--- src/hw/rtl/assert_macros.svh ---
// assertion macros for the rtl files
// each macro expects i_clk and i_rst_n in the scope where it is used
`ifndef ASSERT_MACROS_SVH
`define ASSERT_MACROS_SVH

// same-cycle implication, checked out of reset
`define ECSTG_ASSERT_IMP(NAME, ANT, CON, MSG) \
    NAME: assert property (@(posedge i_clk) disable iff (!i_rst_n) (ANT) |-> (CON)) \
        else $error(MSG);

// next-cycle implication, checked out of reset
`define ECSTG_ASSERT_NXT(NAME, ANT, CON, MSG) \
    NAME: assert property (@(posedge i_clk) disable iff (!i_rst_n) (ANT) |=> (CON)) \
        else $error(MSG);

`endif

--- src/hw/rtl/ecstg_pkg.sv ---
// types, codes and the note base table for the square tone generator
// no dependencies
`default_nettype none

package ecstg_pkg;

    localparam int NOTE_COUNT = 64;
    localparam int NOTE_SCALE = 11025;
    localparam int STEP_W     = 16;
    localparam int PHASE_W    = 20;
    localparam int GAIN_W     = 12;
    localparam int SAMPLE_W   = 19;
    localparam int ACC_W      = 7;   // tick sums stay within +-56
    localparam int PC_W       = 3;

    localparam logic [GAIN_W-1:0] GAIN_RESET = 12'd1024;

    localparam logic [1:0] ACT_DATA = 2'd0;
    localparam logic [1:0] ACT_MASK = 2'd1;
    localparam logic [1:0] ACT_TICK = 2'd2;

    localparam logic [15:0] NOTE_BASE [NOTE_COUNT] = '{
        16'h0000, 16'h051B, 16'h0569, 16'h05BB, 16'h0613, 16'h066F, 16'h06D1, 16'h0739,
        16'h07A7, 16'h081B, 16'h0897, 16'h091A, 16'h09A4, 16'h0000, 16'h0000, 16'h0000,
        16'h0000, 16'h0A37, 16'h0AD3, 16'h0B77, 16'h0C26, 16'h0CDF, 16'h0DA3, 16'h0E72,
        16'h0F4E, 16'h1037, 16'h112E, 16'h1234, 16'h1349, 16'h0000, 16'h0000, 16'h0000,
        16'h0000, 16'h146E, 16'h15A6, 16'h16EF, 16'h184C, 16'h19BE, 16'h1B46, 16'h1CE5,
        16'h1E9D, 16'h206F, 16'h225D, 16'h2468, 16'h2692, 16'h0000, 16'h0000, 16'h0000,
        16'h0000, 16'h28DD, 16'h2B4C, 16'h2DDF, 16'h3099, 16'h337D, 16'h368D, 16'h39CB,
        16'h3D3B, 16'h40DF, 16'h44BA, 16'h48D1, 16'h4D25, 16'h51BB, 16'h0000, 16'h0000
    };

    typedef struct packed {
        logic [1:0] action;
        logic [7:0] data;
        logic [7:0] byte_mask;
    } t_in_item;

    typedef struct packed {
        logic signed [SAMPLE_W-1:0] left_sample;
        logic signed [SAMPLE_W-1:0] right_sample;
    } t_out_item;

    typedef logic [PC_W-1:0] t_pc;

    typedef enum logic [2:0] {
        UOP_WAIT,
        UOP_CLR,
        UOP_ADV,
        UOP_MUL,
        UOP_EMIT
    } t_uop;

    typedef enum logic [1:0] {
        JC_START,
        JC_NEXT,
        JC_LOOP,
        JC_FREE
    } t_jcond;

    typedef struct packed {
        t_uop   op;
        t_jcond cond;
        t_pc    target;
    } t_uctl;

    typedef struct packed {
        logic start;
        logic loop_last;
        logic out_free;
    } t_useq_stat;

    localparam t_pc PC_WAIT = 3'd0;
    localparam t_pc PC_CLR  = 3'd1;
    localparam t_pc PC_ADV  = 3'd2;
    localparam t_pc PC_MUL  = 3'd3;
    localparam t_pc PC_EMIT = 3'd4;

    // tick program
    function automatic t_uctl uc_rom(input t_pc pc);
        t_uctl w;
        case (pc)
            PC_WAIT: w = '{op: UOP_WAIT, cond: JC_START, target: PC_WAIT};
            PC_CLR:  w = '{op: UOP_CLR,  cond: JC_NEXT,  target: PC_WAIT};
            PC_ADV:  w = '{op: UOP_ADV,  cond: JC_LOOP,  target: PC_WAIT};
            PC_MUL:  w = '{op: UOP_MUL,  cond: JC_NEXT,  target: PC_WAIT};
            PC_EMIT: w = '{op: UOP_EMIT, cond: JC_FREE,  target: PC_WAIT};
            default: w = '{op: UOP_WAIT, cond: JC_FREE,  target: PC_WAIT};
        endcase
        return w;
    endfunction

endpackage

`default_nettype wire

--- src/hw/rtl/ecstg_useq.sv ---
// step counter and control store of the tone generator sequencer
// depends on ecstg_pkg
`default_nettype none

module ecstg_useq (
    input  wire                     i_clk,
    input  wire                     i_rst_n,
    input  ecstg_pkg::t_useq_stat   i_stat,
    output ecstg_pkg::t_uctl        o_ctl
);
    import ecstg_pkg::*;

    t_pc   r_pc;
    t_pc   n_pc;
    t_uctl w_ctl;

    assign w_ctl = uc_rom(r_pc);
    assign o_ctl = w_ctl;

    always_comb begin
        case (w_ctl.cond)
            JC_START: n_pc = i_stat.start     ? r_pc + t_pc'(1) : r_pc;
            JC_NEXT:  n_pc = r_pc + t_pc'(1);
            JC_LOOP:  n_pc = i_stat.loop_last ? r_pc + t_pc'(1) : r_pc;
            JC_FREE:  n_pc = i_stat.out_free  ? w_ctl.target : r_pc;
            default:  n_pc = PC_WAIT;
        endcase
    end

    always_ff @(posedge i_clk) begin
        if (!i_rst_n) begin
            r_pc <= PC_WAIT;
        end else begin
            r_pc <= n_pc;
        end
    end

endmodule

`default_nettype wire

--- src/hw/rtl/eight_channel_square_tone_generator.sv ---
// eight-channel square tone generator, top level and datapath
// depends on ecstg_pkg, ecstg_useq and assert_macros.svh
//
// usage:
//   input channel (i_in_valid / o_in_ready / i_in) carries one item: a data
//   register write, an enable mask write or a sample tick. writes give no
//   result. a tick gives one stereo result item on the output channel
//   (o_out_valid / i_out_ready / o_out).
//   step_gain sits on an apb port at byte address 0; pready is tied high.
// tick sequence:
//   an accepted tick runs clear, 32 phase steps (8 channels x 4), multiply
//   and load into the output register. the input is ready again the cycle
//   after the load, so no new tick is taken until the last one is loaded.
//   the single shared 20-bit phase adder is stepped once per cycle under the
//   control store. writes are accepted one per cycle while the input is ready.
// reset:
//   synchronous active-low reset clears the latch, mask, key entry state,
//   all channel steps and phases, and sets step_gain to 1024.
// stall:
//   the result waits in the output register; writes are still accepted,
//   and a following tick runs its steps and then holds until the register frees
`default_nettype none

`include "assert_macros.svh"

module eight_channel_square_tone_generator #(
    parameter int SAMPLE_RATE = 44100
) (
    input  wire                     i_clk,
    input  wire                     i_rst_n,
    // item input
    input  wire                     i_in_valid,
    output logic                    o_in_ready,
    input  ecstg_pkg::t_in_item     i_in,
    // result output
    output logic                    o_out_valid,
    input  wire                     i_out_ready,
    output ecstg_pkg::t_out_item    o_out,
    // configuration
    input  wire                     psel,
    input  wire                     penable,
    input  wire                     pwrite,
    input  wire  [2:0]              paddr,
    input  wire  [31:0]             pwdata,
    output logic [31:0]             prdata,
    output logic                    pready
);
    import ecstg_pkg::*;

    // note table, folded at elaboration for this sample rate
    logic [STEP_W-1:0] w_note_step [NOTE_COUNT];

    for (genvar gi = 0; gi < NOTE_COUNT; gi++) begin : g_note
        localparam int unsigned PROD = int'(NOTE_BASE[gi]) * NOTE_SCALE;
        localparam int unsigned STEP = (PROD + SAMPLE_RATE) / (2 * SAMPLE_RATE);
        assign w_note_step[gi] = STEP_W'(STEP);
    end

    // configuration register
    logic [GAIN_W-1:0] r_gain;
    logic              w_cfg_wr;

    assign pready   = 1'b1;
    assign w_cfg_wr = psel && penable && pwrite && !paddr[2];
    assign prdata   = paddr[2] ? 32'd0 : {{(32-GAIN_W){1'b0}}, r_gain};

    always_ff @(posedge i_clk) begin
        if (!i_rst_n) begin
            r_gain <= GAIN_RESET;
        end else if (w_cfg_wr) begin
            r_gain <= pwdata[GAIN_W-1:0];
        end
    end

    // sequencer
    t_uctl      w_ctl;
    t_useq_stat w_stat;
    logic       w_in_acc;

    logic [2:0] r_ch;       // channel under step
    logic [1:0] r_k;        // phase step within the channel

    assign o_in_ready       = (w_ctl.op == UOP_WAIT);
    assign w_in_acc         = i_in_valid && o_in_ready;
    assign w_stat.start     = w_in_acc && (i_in.action == ACT_TICK);
    assign w_stat.loop_last = (r_k == 2'd3) && (r_ch == 3'd7);
    assign w_stat.out_free  = !o_out_valid || i_out_ready;

    ecstg_useq u_useq (
        .i_clk   (i_clk),
        .i_rst_n (i_rst_n),
        .i_stat  (w_stat),
        .o_ctl   (w_ctl)
    );

    // register writes and key entry
    logic [7:0]        r_latch;
    logic [7:0]        r_en;
    logic              r_pending;
    logic [2:0]        r_cur;
    logic [STEP_W-1:0] r_step [8];
    logic [7:0]        w_merged;
    logic              w_data_wr;
    logic              w_key_load;

    assign w_data_wr  = w_in_acc && (i_in.action == ACT_DATA);
    assign w_merged   = (r_latch & ~i_in.byte_mask) | (i_in.data & i_in.byte_mask);
    // key load: second write with bit 7 held high while entry is armed
    assign w_key_load = w_data_wr && w_merged[7] && r_latch[7] && r_pending;

    always_ff @(posedge i_clk) begin
        if (!i_rst_n) begin
            r_latch   <= 8'd0;
            r_en      <= 8'd0;
            r_pending <= 1'b0;
            r_cur     <= 3'd0;
        end else if (w_in_acc) begin
            if (i_in.action == ACT_DATA) begin
                if (w_merged[7]) begin
                    if (!r_latch[7]) begin
                        // rising bit 7 opens key entry at channel 0
                        r_pending <= 1'b1;
                        r_cur     <= 3'd0;
                    end else if (r_pending) begin
                        r_pending <= 1'b0;
                    end else if (!w_merged[6] && r_latch[6]) begin
                        // falling bit 6 moves to the next channel, wraps past 7
                        r_pending <= 1'b1;
                        r_cur     <= r_cur + 3'd1;
                    end
                end
                r_latch <= w_merged;
            end else if (i_in.action == ACT_MASK) begin
                r_en <= (r_en & ~i_in.byte_mask) | (i_in.data & i_in.byte_mask);
            end
        end
    end

    always_ff @(posedge i_clk) begin
        if (!i_rst_n) begin
            for (int i = 0; i < 8; i++) begin
                r_step[i] <= '0;
            end
        end else if (w_key_load) begin
            r_step[r_cur] <= w_note_step[w_merged[5:0]];
        end
    end

    // phase stepping, one channel step per cycle
    logic [PHASE_W-1:0]     r_phase [8];
    logic [PHASE_W-1:0]     w_sum;
    logic                   w_live;
    logic [2:0]             w_pop;
    logic signed [4:0]      w_level;    // 2*popcount-4
    logic signed [ACC_W-1:0] w_sq;      // square channel, +1 or -1
    logic signed [ACC_W-1:0] r_acc_l;
    logic signed [ACC_W-1:0] r_acc_r;

    assign w_live  = r_en[r_ch] && (r_step[r_ch] != '0);
    assign w_sum   = r_phase[r_ch] + {{(PHASE_W-STEP_W){1'b0}}, r_step[r_ch]};
    assign w_pop   = 3'(w_sum[16]) + 3'(w_sum[17]) + 3'(w_sum[18]) + 3'(w_sum[19]);
    assign w_level = $signed({1'b0, w_pop, 1'b0}) - 5'sd4;
    assign w_sq    = w_sum[16] ? ACC_W'(1) : -ACC_W'(1);

    always_ff @(posedge i_clk) begin
        if (!i_rst_n) begin
            for (int i = 0; i < 8; i++) begin
                r_phase[i] <= '0;
            end
        end else if ((w_ctl.op == UOP_ADV) && w_live) begin
            r_phase[r_ch] <= w_sum;
        end
    end

    always_ff @(posedge i_clk) begin
        if (!i_rst_n) begin
            r_ch    <= 3'd0;
            r_k     <= 2'd0;
            r_acc_l <= '0;
            r_acc_r <= '0;
        end else begin
            case (w_ctl.op)
                UOP_CLR: begin
                    r_ch    <= 3'd0;
                    r_k     <= 2'd0;
                    r_acc_l <= '0;
                    r_acc_r <= '0;
                end
                UOP_ADV: begin
                    r_k <= r_k + 2'd1;
                    if (r_k == 2'd3) begin
                        r_ch <= r_ch + 3'd1;
                    end
                    if (w_live) begin
                        if (r_ch < 3'd2) begin
                            // square channels feed both sides
                            r_acc_l <= r_acc_l + w_sq;
                            r_acc_r <= r_acc_r + w_sq;
                        end else if (r_ch < 3'd5) begin
                            r_acc_l <= r_acc_l + ACC_W'(w_level);
                        end else begin
                            r_acc_r <= r_acc_r + ACC_W'(w_level);
                        end
                    end
                end
                default: begin
                end
            endcase
        end
    end

    // gain scaling, one multiply per side
    logic signed [ACC_W+GAIN_W:0]  w_prod_l;
    logic signed [ACC_W+GAIN_W:0]  w_prod_r;
    logic signed [SAMPLE_W-1:0]    r_res_l;
    logic signed [SAMPLE_W-1:0]    r_res_r;

    assign w_prod_l = r_acc_l * $signed({1'b0, r_gain});
    assign w_prod_r = r_acc_r * $signed({1'b0, r_gain});

    always_ff @(posedge i_clk) begin
        if (w_ctl.op == UOP_MUL) begin
            r_res_l <= w_prod_l[SAMPLE_W-1:0];
            r_res_r <= w_prod_r[SAMPLE_W-1:0];
        end
    end

    // output register
    always_ff @(posedge i_clk) begin
        if (!i_rst_n) begin
            o_out_valid <= 1'b0;
        end else if ((w_ctl.op == UOP_EMIT) && w_stat.out_free) begin
            o_out_valid <= 1'b1;
        end else if (i_out_ready) begin
            o_out_valid <= 1'b0;
        end
    end

    always_ff @(posedge i_clk) begin
        if ((w_ctl.op == UOP_EMIT) && w_stat.out_free) begin
            o_out.left_sample  <= r_res_l;
            o_out.right_sample <= r_res_r;
        end
    end

    // checks
    `ECSTG_ASSERT_NXT(a_tick_busy, w_stat.start, !o_in_ready, "tick accepted but input still ready")
    `ECSTG_ASSERT_IMP(a_loop_wrap, w_ctl.op == UOP_MUL, (r_ch == 3'd0) && (r_k == 2'd0), "step counters not wrapped")
    `ECSTG_ASSERT_IMP(a_acc_range, 1'b1, (r_acc_l <= 7'sd56) && (r_acc_l >= -7'sd56) && (r_acc_r <= 7'sd56) && (r_acc_r >= -7'sd56), "accumulator out of range")

endmodule

`default_nettype wire
--- config.mk ---
export PLATFORM = sky130hd
export DESIGN_NAME = eight_channel_square_tone_generator
export DESIGN_NICKNAME = d
export VERILOG_FILES = /design/src/hw/rtl/ecstg_pkg.sv /design/src/hw/rtl/ecstg_useq.sv /design/src/hw/rtl/eight_channel_square_tone_generator.sv
export VERILOG_INCLUDE_DIRS = /design/src /design/src/hw/rtl
export SDC_FILE = /design/constraint.sdc
export NUM_CORES = 1
export LEC_CHECK = 0
export ABC_AREA = 0
export BUFFER_PORTS_ARGS = -buffer_cell sky130_fd_sc_hd__buf_2
export CORE_UTILIZATION = 23
export DETAILED_ROUTE_END_ITERATION = 10
export PLACE_DENSITY_LB_ADDON = 0.3
export REMOVE_ABC_BUFFERS = 1
export SYNTH_ARGS = -nofsm -noshare
export SYNTH_HDL_FRONTEND = slang
export SYNTH_SLANG_ARGS = --single-unit
--- constraint.sdc ---
create_clock -name i_clk -period 15.4 [get_ports i_clk]
set_input_delay 1.54 -clock i_clk [delete_from_list [all_inputs] [get_ports i_clk]]
set_output_delay 1.54 -clock i_clk [all_outputs]
set_load 0.005 [all_outputs]
==> impl_metrics.json <==
{
  "fin_ws_ps": 7820,
  "antenna-diode-count": 0,
  "fin_util": 0.265,
  "gr-total-overflow": 0,
  "slew_violations": 0,
  "synthCells": 2112,
  "yosys-top-cells-area": "edfxtp_1 41%, fa_1 8.6%, ha_1 7.4%, nor2_1 5.5%, dfxtp_1 4.8%",
  "first_pass_iters": 5,
  "yosys.cell_count.top_type": "nor2_1",
  "clock-root-buffer": "clkbuf_16",
  "cp.required_ps": 15890,
  "fp.dieArea_sq_um": 106000,
  "cts_setup_buffers": 0,
  "setup_viol": 0,
  "wl_um": 59100,
  "synth_commonest_cells": "352 x nor2_1, 332 x edfxtp_1, 159 x nand2_1",
  "gp_congestion": 0.773,
  "arrival_ps": 8070,
  "critPathBufInv": 3,
  "yosysTopAreaCellShare": 0.412,
  "path_delay_family": "compound AO/OA/AOI/OAI gates",
  "ys_ff_latch": 390,
  "grt_antenna_before_repair": 0,
  "hold_buffers": 0,
  "n_fill_cell": 10900,
  "cts_resized": 0,
  "p_clk_frac": 0.426,
  "groute.usage.overall": 0.110,
  "synth_edf_count": 332,
  "htreeDepth": 2,
  "yosysSeqAreaShare": 0.460,
  "grt_max_degree": 50,
  "vias_per_cell": 4.35,
  "finalPower_mw": 2.62,
  "port_buffers": 89,
  "fp.dieH_um": 326,
  "leakagePower_nw": 10.9,
  "tns_ps": 0,
  "ys.flop_type": "edfxtp_1",
  "switching_share": 0.256,
  "finalHoldViolCount": 0,
  "initial_core_util": 0.233,
  "synth_area_sq_um": 24200,
  "yosysWarnings": 0,
  "hpwl_um": 39800,
  "pre_cts_slack_ps": 7730,
  "status": "complete, no violations",
  "io_pins": 133,
  "combPwrFrac": 0.111,
  "yosys.area.top_type": "edfxtp_1",
  "cts_num_sinks": 390,
  "num-nets-final": 2487,
  "powerDensity_nw_per_um2": 94.9,
  "placed_cells": 3512,
  "crit_top_cell": "ha_1",
  "clockBufferDepth": 3,
  "fmax_mhz": 132,
  "fin_crit_sh": 0.492,
  "slew_headroom": 0.272,
  "grt_pass1_vias": 15900,
  "drv_cap": 0,
  "crit_fanout": 36,
  "slowest_stage": "dfxtp_4",
  "start_kind": "flop",
  "cts_buffers": 46,
  "clock_latency_ps": 600,
  "critPathCaptureType": "flop",
  "min_path_type": "reg2reg",
  "drc": 0,
  "coreArea_sq_um": 104000,
  "num_rows": 118,
  "crit_type": "reg2reg",
  "detail-route-antenna-nets": 0,
  "slowest_delay_ps": 800,
  "yosys.cell_types.count": 80,
  "rsz0062_at_grt": "no",
  "async_flop_share": 0,
  "grt_pass1_wl_um": 92800,
  "final-instance-count-excl-fill": 3597,
  "drtIter0Drc": 797,
  "die_w_um": 326,
  "cp_cell_sequence": "buf_4 -> mux4_1 -> mux2_2 -> ha_1 -> fa_1 -> a21o_1 -> a2111o_1 -> o221ai_1 -> a21oi_1 -> xor2_2 -> inv_1 -> fa_1 -> ha_1 -> inv_1 -> ha_1 -> ha_1 -> nand3_1 -> o21ai_0 -> a211o_1 -> a31oi_1 -> xnor2_1 -> nor2_1 -> o311a_1 -> o21a_1",
  "intPower_mw": 1.95,
  "syn_area_per_cell_sq_um": 11.4,
  "syn2layout_area_growth_pct": 14.0,
  "num_vias": 15700,
  "path_clk_slew_ps": 60,
  "ir_drop_mv": 0.0815,
  "layout_min_cycle_time_ps": 7580,
  "p_sw_mw": 0.670,
  "pwr-share-seq": 0.464,
  "fin_worst_skew_ps": 26.8,
  "drive_gt1_frac": 0.140,
  "cts_tree": "done",
  "avgRoutedWirePerCell_um": 16.4,
  "tightest_slew_ps": 1080
}
==> metal layers <==
metal / global-route usage / routed length (um) / vias up / part of all wire
li1: - / - / 7522 / -
met1: 0.151 / 27400 / 7808 / 0.46
met2: 0.185 / 28600 / 266 / 0.48
met3: 0.0131 / 2080 / 65 / 0.035
met4: 0.0264 / 997 / 0 / 0.017
met5: 0 / 0 / - / 0
==> flip-flops by register name (all words and copies together) (netlist names), named ones only <==
name / cells
r_phase: 160
r_step: 96
o_out: 38
r_res_l: 19
r_res_r: 19
r_gain: 12
r_latch: 8
r_acc_l: 7
r_acc_r: 7
r_ch: 3
r_cur: 3
u_useq.r_pc: 3
r_k: 2
o_out_valid: 1
r_pending: 1
==> worst reg2reg max path, stage by stage, from the launching register on <==
cell and delay (ps):
dfxtp_4 800, buf_4 650, mux4_1 650, mux2_2 290, ha_1 240, fa_1 460
a21o_1 210, a2111o_1 460, o221ai_1 330, a21oi_1 240, xor2_2 200, inv_1 90
fa_1 420, ha_1 190, inv_1 70, ha_1 400, ha_1 340, nand3_1 70
o21ai_0 80, a211o_1 340, a31oi_1 220, xnor2_1 140, nor2_1 70, o311a_1 340
o21a_1 180
==> power by group through the flow <==
stage	logic (mW)	clock network, mW	registers (mW)
after CTS	0.295	1.15	1.21
after global routing	0.323	1.19	1.22
final	0.290	1.11	1.21
after global placement	0.294	0	1.23
after detailed placement	0.293	0	1.24
after floorplan	0.194	0	1.23
==> final timing paths <==
check / startpoint / to / slack (ps) / depth (start not counted)
worst min-delay path: r_res_r[11]$_DFFE_PN_ / o_out[11]$_DFFE_PP_ / 420 / 0
worst min register to register: r_res_r[11]$_DFFE_PN_ / o_out[11]$_DFFE_PP_ / 420 / 0
worst max register to register: flop / r_acc_r[6]$_SDFFE_PN0P_ / 7820 / 24
worst max-delay path: flop / r_acc_r[6]$_SDFFE_PN0P_ / 7820 / 24
==> metrics by stage <==
stage | hold WS [ps] | cell area, sq um
finish | 415 | 27600
CTS | 414 | 27600
global placement | 404 | 26000
detailed placement | 405 | 26000
floorplan | 400 | 23500
global route | 416 | 27600
==> cells by family after synthesis <==
family                     synth area share
other                              0.000311
xor gates and xnor gates             0.0245
DFF                                   0.460
muxes                                0.0901
AOI/OAI and AO/OA                    0.0643
buffers and inverters                0.0492
adders and majority gates             0.160
and+or+nand+nor                       0.151
==> cells in the final DEF, fill, tap and decap left out, types with 7 or more instances in the layout <==
cell	Yosys	layout
buf_4	39	38
conb_1	2	21
fa_1	104	104
clkbuf_1	56	13
clkbuf_16	0	46
nor3_1	29	28
nor2b_1	17	17
clkinv_2	0	9
o21a_1	13	13
ha_1	143	143
inv_1	128	127
nor2_1	352	351
a211oi_1	19	19
buf_2	20	89
and3_1	12	12
mux4_1	19	19
nand2_1	159	159
a21o_1	20	20
mux2_2	35	35
and2_1	100	100
a21oi_1	90	90
mux2i_1	22	22
xor2_1	16	15
o21bai_1	8	8
mux4_2	46	46
edfxtp_1	332	332
nand3_1	43	43
xnor2_1	49	49
nand2b_1	25	25
o21ai_0	37	37
dfxtp_1	58	55
a31oi_1	7	7
==> final cells by class <==
class / count / area [sq um] / area share
Clock buffer: 59 / 1200 / 0.0435
Clock inverter: 26 / 333 / 0.0121
Inverter: 128 / 480 / 0.0174
Multi-Input combinational cell: 1487 / 11900 / 0.434
Sequential cell: 390 / 11100 / 0.404
Tap cell: 1380 / 1730 / 0.0627
Timing Repair Buffer: 127 / 731 / 0.0265
Power figures use the tool's default switching activity.
